--- config.mk ---
export PLATFORM = sky130hd
export DESIGN_NAME = phase_polynomial_rz_merger_top
export DESIGN_NICKNAME = d
export VERILOG_FILES = /design/src/rtl/core/ppr_pkg.sv /design/src/rtl/core/phase_polynomial_rz_merger_top.sv /design/src/rtl/core/ppr_queue.sv /design/src/rtl/core/ppr_front.sv /design/src/rtl/core/ppr_back.sv
export SDC_FILE = /design/constraint.sdc
export NUM_CORES = 2
export LEC_CHECK = 0
export ABC_AREA = 1
export BUFFER_PORTS_ARGS = -buffer_cell sky130_fd_sc_hd__buf_2
export CAP_MARGIN = 20
export CORE_MARGIN = 1.5
export CORE_UTILIZATION = 45
export CTS_BUF_LIST = sky130_fd_sc_hd__clkbuf_2
export DETAILED_ROUTE_END_ITERATION = 8
export PLACE_DENSITY_LB_ADDON = 0.12
export SLEW_MARGIN = 20
export SYNTH_ARGS = -nofsm -noshare
export SYNTH_HDL_FRONTEND = slang
export SYNTH_SLANG_ARGS = --single-unit
--- constraint.sdc ---
create_clock -name clock -period 7.66 [get_ports clock]
set_clock_uncertainty 0.15 [all_clocks]
set_input_delay 0.766 -clock clock [delete_from_list [all_inputs] [get_ports clock]]
set_output_delay 0.766 -clock clock [all_outputs]
set_load 0.03 [all_outputs]
--- src/rtl/core/ppr_pkg.sv ---
// Shared types, codes and helpers of the phase-polynomial rz merger.
package ppr_pkg;

   localparam int ANGLE_W = 32;
   localparam int SA_W    = 33;
   localparam int SUM_W   = 40;
   localparam int NODE_W  = 16;
   localparam int EPS_W   = 24;

   // command word between front and back: {flush, key, negated, signed angle, node}
   localparam int CMD_NODE_LSB = 0;
   localparam int CMD_SA_LSB   = CMD_NODE_LSB + NODE_W;
   localparam int CMD_NEG_BIT  = CMD_SA_LSB + SA_W;
   localparam int CMD_KEY_LSB  = CMD_NEG_BIT + 1;
   localparam int CMD_FIXED_W  = CMD_KEY_LSB + 1;

   localparam logic [1:0] REQ_CX  = 2'd0;
   localparam logic [1:0] REQ_X   = 2'd1;
   localparam logic [1:0] REQ_RZ  = 2'd2;
   localparam logic [1:0] REQ_END = 2'd3;

   localparam logic [1:0] ACT_REMOVE = 2'd0;
   localparam logic [1:0] ACT_SET    = 2'd1;
   localparam logic [1:0] ACT_FULL   = 2'd2;
   localparam logic [1:0] ACT_EMPTY  = 2'd3;

   localparam logic signed [SUM_W-1:0] SUM_MAX = {1'b0, {(SUM_W-1){1'b1}}};
   localparam logic signed [SUM_W-1:0] SUM_MIN = {1'b1, {(SUM_W-1){1'b0}}};

   typedef struct packed {
      logic [1:0]               req_type;
      logic [3:0]               qubit_a;
      logic [3:0]               qubit_b;
      logic signed [ANGLE_W-1:0] angle;
      logic [NODE_W-1:0]        node_id;
   } req_item_type;

   typedef struct packed {
      logic [1:0]              action;
      logic [NODE_W-1:0]       out_node_id;
      logic signed [SUM_W-1:0] new_angle;
      logic                    last;
   } rsp_item_type;

   typedef struct packed {
      logic signed [SUM_W-1:0] sum;
      logic [NODE_W-1:0]       first_node;
      logic                    negated;
   } mono_entry_type;

   function automatic logic signed [SUM_W-1:0] sat_sum(input logic signed [SUM_W:0] v);
      logic signed [SUM_W-1:0] r;
      if (v[SUM_W] != v[SUM_W-1]) begin
         r = v[SUM_W] ? SUM_MIN : SUM_MAX;
      end else begin
         r = v[SUM_W-1:0];
      end
      return r;
   endfunction

endpackage

--- src/rtl/core/phase_polynomial_rz_merger_top.sv ---
// Top level of the phase-polynomial rz merger.
//
// req_* carries gate beats (cx, x, rz, end of block); rsp_* carries result beats
// (remove node, set node angle, table full, empty block). csr_* writes the zero
// epsilon and is always ready; write it only while the block is idle.
// cx and x beats are absorbed by the front end and give no result.
// rz and end-of-block beats pass through a QUEUE_DEPTH-entry command queue, so
// the front end takes one beat per cycle until that queue fills.
// The table side handles a new monomial or a full-table error with the tag compare
// alone, and a repeat with a further read-modify-write of the entry memory; a
// result appears in the cycle after it is produced.
// An end-of-block flush does one memory read and gives one result per entry,
// and marks its final beat with last.
// A stalled result is held in the output register; the table side waits and the
// queue backs up into req_stall.
// Synchronous reset empties the queue and the table, restores each qubit mask to
// its unit vector and clears the epsilon; no clearing pass is needed.
module phase_polynomial_rz_merger_top #(
   parameter int NUM_QUBITS   = 16,
   parameter int MONO_ENTRIES = 32,
   parameter int QUEUE_DEPTH  = 4
) (
   input  logic                       clock,
   input  logic                       reset,
   input  logic                       req_valid,
   output logic                       req_stall,
   input  ppr_pkg::req_item_type      req_data,
   output logic                       rsp_valid,
   input  logic                       rsp_stall,
   output ppr_pkg::rsp_item_type      rsp_data,
   input  logic                       csr_valid,
   output logic                       csr_ready,
   input  logic [ppr_pkg::EPS_W-1:0]  csr_data
);

   import ppr_pkg::*;

   localparam int CMD_W = NUM_QUBITS + CMD_FIXED_W;

   logic             push, pop, full, empty;
   logic [CMD_W-1:0] push_data, pop_data;

   assign csr_ready = 1'b1;

   ppr_front #(
      .NUM_QUBITS (NUM_QUBITS)
   ) u_front (
      .clock     (clock),
      .reset     (reset),
      .req_valid (req_valid),
      .req_stall (req_stall),
      .req_data  (req_data),
      .push      (push),
      .push_data (push_data),
      .full      (full)
   );

   ppr_queue #(
      .DATA_W (CMD_W),
      .DEPTH  (QUEUE_DEPTH)
   ) u_queue (
      .clock     (clock),
      .reset     (reset),
      .push      (push),
      .push_data (push_data),
      .full      (full),
      .pop       (pop),
      .pop_data  (pop_data),
      .empty     (empty)
   );

   ppr_back #(
      .NUM_QUBITS   (NUM_QUBITS),
      .MONO_ENTRIES (MONO_ENTRIES)
   ) u_back (
      .clock     (clock),
      .reset     (reset),
      .csr_valid (csr_valid && csr_ready),
      .csr_data  (csr_data),
      .pop       (pop),
      .pop_data  (pop_data),
      .empty     (empty),
      .rsp_valid (rsp_valid),
      .rsp_stall (rsp_stall),
      .rsp_data  (rsp_data)
   );

endmodule

--- src/rtl/core/ppr_queue.sv ---
// Short command queue between the gate front end and the monomial table.
module ppr_queue #(
   parameter int DATA_W = 67,
   parameter int DEPTH  = 4
) (
   input  logic              clock,
   input  logic              reset,
   input  logic              push,
   input  logic [DATA_W-1:0] push_data,
   output logic              full,
   input  logic              pop,
   output logic [DATA_W-1:0] pop_data,
   output logic              empty
);

   localparam int PTR_W = (DEPTH > 1) ? $clog2(DEPTH) : 1;
   localparam int CNT_W = $clog2(DEPTH + 1);

   logic [DATA_W-1:0] slot_ff [DEPTH];
   logic [PTR_W-1:0]  wr_ptr_ff, wr_ptr_in;
   logic [PTR_W-1:0]  rd_ptr_ff, rd_ptr_in;
   logic [CNT_W-1:0]  count_ff, count_in;

   assign full     = (count_ff == CNT_W'(DEPTH));
   assign empty    = (count_ff == '0);
   assign pop_data = slot_ff[rd_ptr_ff];

   always_comb begin
      wr_ptr_in = wr_ptr_ff;
      rd_ptr_in = rd_ptr_ff;
      count_in  = count_ff;
      if (push) begin
         wr_ptr_in = (wr_ptr_ff == PTR_W'(DEPTH - 1)) ? '0 : wr_ptr_ff + 1'b1;
      end
      if (pop) begin
         rd_ptr_in = (rd_ptr_ff == PTR_W'(DEPTH - 1)) ? '0 : rd_ptr_ff + 1'b1;
      end
      if (push && !pop) begin
         count_in = count_ff + 1'b1;
      end else if (pop && !push) begin
         count_in = count_ff - 1'b1;
      end
   end

   always_ff @(posedge clock) begin
      if (reset) begin
         wr_ptr_ff <= '0;
         rd_ptr_ff <= '0;
         count_ff  <= '0;
      end else begin
         wr_ptr_ff <= wr_ptr_in;
         rd_ptr_ff <= rd_ptr_in;
         count_ff  <= count_in;
      end
   end

   always_ff @(posedge clock) begin
      if (push) begin
         slot_ff[wr_ptr_ff] <= push_data;
      end
   end

endmodule

--- src/rtl/core/ppr_front.sv ---
// Gate front end: qubit parity masks, cx and x updates, rz and end-of-block commands.
module ppr_front #(
   parameter int NUM_QUBITS = 16
) (
   input  logic                    clock,
   input  logic                    reset,
   input  logic                    req_valid,
   output logic                    req_stall,
   input  ppr_pkg::req_item_type   req_data,
   output logic                    push,
   output logic [NUM_QUBITS+50:0]  push_data,
   input  logic                    full
);

   import ppr_pkg::*;

   localparam int MASK_W = NUM_QUBITS + 1;
   localparam int QIDX_W = $clog2(NUM_QUBITS);

   logic [MASK_W-1:0] mask_ff [NUM_QUBITS];
   logic [MASK_W-1:0] mask_in [NUM_QUBITS];
   logic              accept;
   logic              qa_ok, qb_ok;
   logic [QIDX_W-1:0] a_idx, b_idx;
   logic [MASK_W-1:0] mask_a;
   logic              neg;
   logic signed [SA_W-1:0] ang_ext, sa;

   assign req_stall = full;
   assign accept    = req_valid && !full;
   assign qa_ok     = int'(req_data.qubit_a) < NUM_QUBITS;
   assign qb_ok     = int'(req_data.qubit_b) < NUM_QUBITS;
   assign a_idx     = QIDX_W'(req_data.qubit_a);
   assign b_idx     = QIDX_W'(req_data.qubit_b);
   assign mask_a    = mask_ff[a_idx];
   assign neg       = mask_a[0];
   assign ang_ext   = {req_data.angle[ANGLE_W-1], req_data.angle};
   assign sa        = neg ? -ang_ext : ang_ext;
   assign push_data = {(req_data.req_type == REQ_END), mask_a[MASK_W-1:1], neg, sa,
                       req_data.node_id};

   always_comb begin
      mask_in = mask_ff;
      push    = 1'b0;
      if (accept) begin
         case (req_data.req_type)
            REQ_CX: begin
               if (qa_ok && qb_ok) begin
                  for (int q = 0; q < NUM_QUBITS; q++) begin
                     if (QIDX_W'(q) == b_idx) begin
                        mask_in[q] = mask_ff[q] ^ mask_a;
                     end
                  end
               end
            end
            REQ_X: begin
               if (qa_ok) begin
                  for (int q = 0; q < NUM_QUBITS; q++) begin
                     if (QIDX_W'(q) == a_idx) begin
                        mask_in[q][0] = ~mask_ff[q][0];
                     end
                  end
               end
            end
            REQ_RZ: begin
               push = qa_ok;
            end
            REQ_END: begin
               push = 1'b1;
               for (int q = 0; q < NUM_QUBITS; q++) begin
                  mask_in[q] = MASK_W'(1) << (q + 1);
               end
            end
            default: begin
               push = 1'b0;
            end
         endcase
      end
   end

   always_ff @(posedge clock) begin
      if (reset) begin
         for (int q = 0; q < NUM_QUBITS; q++) begin
            mask_ff[q] <= MASK_W'(1) << (q + 1);
         end
      end else begin
         mask_ff <= mask_in;
      end
   end

endmodule

--- src/rtl/core/ppr_back.sv ---
// Monomial table: associative lookup, saturating accumulate and end-of-block flush.
module ppr_back #(
   parameter int NUM_QUBITS   = 16,
   parameter int MONO_ENTRIES = 32
) (
   input  logic                             clock,
   input  logic                             reset,
   input  logic                             csr_valid,
   input  logic [ppr_pkg::EPS_W-1:0]        csr_data,
   output logic                             pop,
   input  logic [NUM_QUBITS+50:0]           pop_data,
   input  logic                             empty,
   output logic                             rsp_valid,
   input  logic                             rsp_stall,
   output ppr_pkg::rsp_item_type            rsp_data
);

   import ppr_pkg::*;

   localparam int KEY_W  = NUM_QUBITS;
   localparam int CMD_W  = NUM_QUBITS + CMD_FIXED_W;
   localparam int SLOT_W = (MONO_ENTRIES > 1) ? $clog2(MONO_ENTRIES) : 1;
   localparam int CNT_W  = $clog2(MONO_ENTRIES + 1);

   typedef enum logic [4:0] {
      ST_IDLE   = 5'b00001,
      ST_LOOK   = 5'b00010,
      ST_ACC    = 5'b00100,
      ST_FSTART = 5'b01000,
      ST_FOUT   = 5'b10000
   } state_type;

   state_type         state_ff, state_in;
   logic [CMD_W-1:0]  cmd_ff;
   logic [KEY_W-1:0]  key_ff [MONO_ENTRIES];
   mono_entry_type    mono_ff [MONO_ENTRIES];
   mono_entry_type    rd_ff;
   logic [CNT_W-1:0]  used_ff, used_in;
   logic [SLOT_W-1:0] flush_ff, flush_in;
   logic [EPS_W-1:0]  eps_ff;
   logic              out_valid_ff, out_valid_in;
   rsp_item_type      out_data_ff;

   logic [NODE_W-1:0]       c_node;
   logic signed [SA_W-1:0]  c_sa;
   logic                    c_neg;
   logic [KEY_W-1:0]        c_key;
   logic                    cmd_load;
   logic [MONO_ENTRIES-1:0] hit_vec;
   logic                    hit;
   logic [SLOT_W-1:0]       hit_idx;
   logic                    table_full;
   logic                    out_free;
   logic                    emit;
   rsp_item_type            emit_data;
   logic                    wr_en, key_wr;
   logic [SLOT_W-1:0]       wr_addr;
   mono_entry_type          wr_data;
   logic                    rd_en;
   logic [SLOT_W-1:0]       rd_addr;
   logic signed [SUM_W:0]   acc_sum, rd_wide, mag;
   logic                    f_zero, f_last;
   logic signed [SUM_W-1:0] f_angle;

   assign c_node = cmd_ff[CMD_NODE_LSB +: NODE_W];
   assign c_sa   = cmd_ff[CMD_SA_LSB +: SA_W];
   assign c_neg  = cmd_ff[CMD_NEG_BIT];
   assign c_key  = cmd_ff[CMD_KEY_LSB +: KEY_W];

   assign table_full = (used_ff == CNT_W'(MONO_ENTRIES));
   assign out_free   = !out_valid_ff || !rsp_stall;
   assign rsp_valid  = out_valid_ff;
   assign rsp_data   = out_data_ff;

   always_comb begin
      hit_idx = '0;
      for (int s = 0; s < MONO_ENTRIES; s++) begin
         hit_vec[s] = (CNT_W'(s) < used_ff) && (key_ff[s] == c_key);
         if (hit_vec[s]) begin
            hit_idx = hit_idx | SLOT_W'(s);
         end
      end
      hit = |hit_vec;
   end

   assign acc_sum = {rd_ff.sum[SUM_W-1], rd_ff.sum} + {{(SUM_W + 1 - SA_W){c_sa[SA_W-1]}}, c_sa};
   assign rd_wide = {rd_ff.sum[SUM_W-1], rd_ff.sum};
   assign mag     = rd_wide[SUM_W] ? -rd_wide : rd_wide;
   assign f_zero  = mag <= {{(SUM_W + 1 - EPS_W){1'b0}}, eps_ff};
   assign f_angle = rd_ff.negated ? sat_sum(-rd_wide) : rd_ff.sum;
   assign f_last  = (CNT_W'(flush_ff) + 1'b1) == used_ff;

   always_comb begin
      state_in  = state_ff;
      used_in   = used_ff;
      flush_in  = flush_ff;
      pop       = 1'b0;
      cmd_load  = 1'b0;
      emit      = 1'b0;
      emit_data = '0;
      wr_en     = 1'b0;
      key_wr    = 1'b0;
      wr_addr   = used_ff[SLOT_W-1:0];
      wr_data   = '{sum: {{(SUM_W - SA_W){c_sa[SA_W-1]}}, c_sa}, first_node: c_node,
                    negated: c_neg};
      rd_en     = 1'b0;
      rd_addr   = flush_ff;
      case (state_ff)
         ST_IDLE: begin
            if (!empty) begin
               pop      = 1'b1;
               cmd_load = 1'b1;
               state_in = pop_data[CMD_W-1] ? ST_FSTART : ST_LOOK;
            end
         end
         ST_LOOK: begin
            if (hit) begin
               if (out_free) begin
                  emit                  = 1'b1;
                  emit_data.action      = ACT_REMOVE;
                  emit_data.out_node_id = c_node;
                  rd_en                 = 1'b1;
                  rd_addr               = hit_idx;
                  state_in              = ST_ACC;
               end
            end else if (table_full) begin
               if (out_free) begin
                  emit                  = 1'b1;
                  emit_data.action      = ACT_FULL;
                  emit_data.out_node_id = c_node;
                  state_in              = ST_IDLE;
               end
            end else begin
               wr_en    = 1'b1;
               key_wr   = 1'b1;
               used_in  = used_ff + 1'b1;
               state_in = ST_IDLE;
            end
         end
         ST_ACC: begin
            wr_en    = 1'b1;
            wr_addr  = hit_idx;
            wr_data  = '{sum: sat_sum(acc_sum), first_node: rd_ff.first_node,
                         negated: rd_ff.negated};
            state_in = ST_IDLE;
         end
         ST_FSTART: begin
            flush_in = '0;
            if (used_ff == '0) begin
               if (out_free) begin
                  emit             = 1'b1;
                  emit_data.action = ACT_EMPTY;
                  emit_data.last   = 1'b1;
                  state_in         = ST_IDLE;
               end
            end else begin
               rd_en    = 1'b1;
               rd_addr  = '0;
               state_in = ST_FOUT;
            end
         end
         ST_FOUT: begin
            if (out_free) begin
               emit                  = 1'b1;
               emit_data.action      = f_zero ? ACT_REMOVE : ACT_SET;
               emit_data.out_node_id = rd_ff.first_node;
               emit_data.new_angle   = f_zero ? '0 : f_angle;
               emit_data.last        = f_last;
               if (f_last) begin
                  used_in  = '0;
                  flush_in = '0;
                  state_in = ST_IDLE;
               end else begin
                  flush_in = flush_ff + 1'b1;
                  rd_en    = 1'b1;
                  rd_addr  = flush_ff + 1'b1;
               end
            end
         end
         default: begin
            state_in = ST_IDLE;
         end
      endcase
   end

   always_comb begin
      if (emit) begin
         out_valid_in = 1'b1;
      end else if (!rsp_stall) begin
         out_valid_in = 1'b0;
      end else begin
         out_valid_in = out_valid_ff;
      end
   end

   always_ff @(posedge clock) begin
      if (reset) begin
         state_ff     <= ST_IDLE;
         used_ff      <= '0;
         flush_ff     <= '0;
         eps_ff       <= '0;
         out_valid_ff <= 1'b0;
      end else begin
         state_ff     <= state_in;
         used_ff      <= used_in;
         flush_ff     <= flush_in;
         out_valid_ff <= out_valid_in;
         if (csr_valid) begin
            eps_ff <= csr_data;
         end
      end
   end

   always_ff @(posedge clock) begin
      if (cmd_load) begin
         cmd_ff <= pop_data;
      end
      if (emit) begin
         out_data_ff <= emit_data;
      end
      if (key_wr) begin
         key_ff[wr_addr] <= c_key;
      end
   end

   always_ff @(posedge clock) begin
      if (wr_en) begin
         mono_ff[wr_addr] <= wr_data;
      end
      if (rd_en) begin
         rd_ff <= mono_ff[rd_addr];
      end
   end

endmodule
==> flow_summary.ini <==
[global_route]
grt_start_max_net_pins = 244
grt_pass1_wl_um = 711000
grt_use_total_pct = 29.2
grt_antenna_before_repair = 36
globalRoute.totalOverflow = 0
grt_pass1_vias = 110000

[timing]
hold_viol = 0
grt_setup_unrepaired = false
worstMarginPinSlew_ns = 1.23
timing.fmax_mhz = 134
timing.final.crit_share_pct = 97.6
tns_ns = 0
setup_viol = 0
drv_slew = 0
timing.final.ws_setup_ns = 0.187
min_period_ns = 7.47
max-slew-margin-rel_pct = 17.8

[die]
die_w_um = 570
ios = 149
dieArea_mm2 = 0.325
core_area_mm2 = 0.321
rows = 208
fp.dieH_um = 570
initial_core_util_pct = 45.1

[run_status]
status = complete, no violations

[yosys]
async_flop_share_pct = 0
synth-seq-cells = 3108
yosysMostFrequentCell = edfxtp_1
netlist.area_leader.share_pct = 57.8
yosysTopAreaCell = edfxtp_1
synthCells = 14500
syn-cell-area_mm2 = 0.145
synth_common_cells = edfxtp_1, nand2_1, nand3_1, inv_1, nor2_1
synth_seq_area_share_pct = 62.3
synth_ff_type = edfxtp_1
ys_warn_count = 0
netlist-cell-type-count = 67
synth_edf_count = 2786
synth_area_per_cell_um2 = 10.0
yosys-top-cells-area = edfxtp_1, nand3_1, nand2_1
synth_nets = 14600

[clock_network]
clkLatencyLatePin_ns = 2.24
h-tree-depth = 6
cts_sinks = 3108
tritoncts = done
root_buffer = clkbuf_2
clkSlewWorstSetupHoldPaths_ns = 0.10
clockBufferDepth = 4
cts_buffers = 809

[placed_design]
dp_slack_ns = 1.39
io_buffers = 147
gp_congestion = 0.912
dpl.hpwl_um = 267000

[routing]
drc_errors = 0
drt_wl_total_um = 486000
postRouteAntennaNets = 0
vias = 113000
drtPass1Iterations = 6
post_drt_wl_per_cell_um = 24.0
viasPerCell = 5.60
drtIter0Drc = 11800

[final_layout]
num-fill-cells = 29400
multi_input_area_mm2 = 0.0439
area_growth_pct = 12.3
drive_above_1_share_pct = 12.2
nets = 15400
utilization_pct = 50.7
regArea_mm2 = 0.0901

[critical_path]
cp-end-kind = register
path_max_fanout = 5
crit_type = in -> reg
required_ns = 9.47
worstPathArrival_ns = 9.28
cp-start-kind = input port

[min_path]
hold_path_class = reg -> reg

[power_and_ir_drop]
leakagePower_nw = 65.4
powerDensity_mw_per_mm2 = 321
ir_worst_vdd_v = 0.000443

[run]
drv_cap = 0
## report_power, final
group          switching (W)  internal [W]  total, W
logic                 0.0140       0.00493    0.0190
clock network        0.00711       0.00465    0.0118
registers           0.000395        0.0211    0.0215
total                 0.0215        0.0307    0.0522
## cell families after synthesis
family          synth area share [%]
flops                           62.3
buf+inv                         7.88
fa+ha+maj                      0.728
other cells                  0.00259
xor+xnor                        1.93
simple gates                    22.8
compound gates                  4.38
## layer usage
layer  global-route usage (%)  wire length, µm  share of wire (%)
met1                     39.6           203000                 42
met2                     46.7           223000                 46
met3                     4.85            40300                8.3
met4                     12.0            19200                4.0
met5                        0              218              0.045
## placed cells by master (no fill, tap or decap), types with 11 or more instances in the layout
master and n:
o21ai_2 12, nand2_1 2468, dlygate4sd3_1 353, nor3b_1 16
clkinv_1 147, inv_1 1977, nor2_1 865, ha_1 81
a22oi_1 72, and3_1 127, nor2_4 47, o221ai_1 87
edfxtp_1 2786, inv_6 13, bufinv_16 11, inv_2 29
dfxtp_1 320, xor2_1 203, buf_2 147, clkinv_2 18
nand3_1 2187, diode_2 15, buf_12 96, o21ai_4 12
nor4_1 41, a21oi_1 408, xnor2_1 116, buf_4 222
nand4_1 121, clkbuf_2 1222, a31oi_1 21, nand3b_1 647
o211ai_1 36, clkinvlp_4 11, or2_2 25, nor3_1 422
o21ai_0 304, o22ai_1 63
## registers in the layout, summed over array words and instances (netlist names), named ones only
signal and count:
u_back.mono_ff 1824, u_back.key_ff 512, u_front.mask_ff 272, u_queue.slot_ff 268, u_back.cmd_ff 66, u_back.rsp_data 59
u_back.rd_ff 57, u_back.eps_ff 24, u_back.used_ff 6, u_back.flush_ff 5, u_back.state_ff 5, u_queue.count_ff 3
u_queue.rd_ptr_ff 2, u_queue.wr_ptr_ff 2, u_back.rsp_valid 1
## worst max-delay path, stage by stage
cell and delay [ns]:
dlygate4sd3_1 0.54, dlygate4sd3_1 0.55, buf_2 0.16, dlygate4sd3_1 0.68, inv_1 0.14, ha_1 0.15
inv_1 0.05, nor3_1 0.12, inv_1 0.07, nor3_1 0.14, dlygate4sd3_1 0.59, dlygate4sd3_1 0.57
nor3b_2 0.30, nand3_1 0.21, nor3_4 0.27, nand3_1 0.12, dlygate4sd3_1 0.61, nor2_1 0.10
dlygate4sd3_1 0.60, a21oi_1 0.08, dlygate4sd3_1 0.55, dlygate4sd3_1 0.60, xor2_1 0.15, dlygate4sd3_1 0.56
dlygate4sd3_1 0.61
## stage by stage
step                      instance area, µm²  power, W  cells  hold slack [ns]
final                                 163000    0.0522  20200            0.316
after global routing                  163000    0.0550  20200            0.240
after CTS                             162000    0.0524  20200          0.00550
after detailed placement              151000    0.0405  18400            0.295
after global placement                151000    0.0403  18400            0.290
after floorplan                       145000    0.0335  14500            0.274
## cell type report
| cell class | count | area share (%) |
|---|---|---|
| Antenna cell | 15 | 0.0231 |
| Clock buffer | 1222 | 3.76 |
| Clock inverter | 209 | 0.770 |
| Inverter | 2010 | 4.66 |
| Multi-Input combinational cell | 8504 | 27.0 |
| Sequential cell | 3108 | 55.4 |
| Tap cell | 4305 | 3.31 |
| Timing Repair Buffer | 833 | 5.00 |
## worst paths after layout
path	endpoint	cells past startpoint	slack, ns	startpoint
max	u_queue.slot_ff[3][38]	25	0.19	req_data[16]
min	u_front.mask_ff[217]	1	0.32	u_front.mask_ff[217]
max reg2reg	u_queue.slot_ff[1][43]	20	0.41	u_front.mask_ff[102]
min reg2reg	u_front.mask_ff[217]	1	0.32	u_front.mask_ff[217]
## timing repair
item,CTS,global route
resized for setup,0,6
hold endpoints to repair,908,0
setup endpoints to repair,0,19
hold buffers,353,0
buffers inserted,0,1
Note: power is estimated with default switching activity, not from simulation.
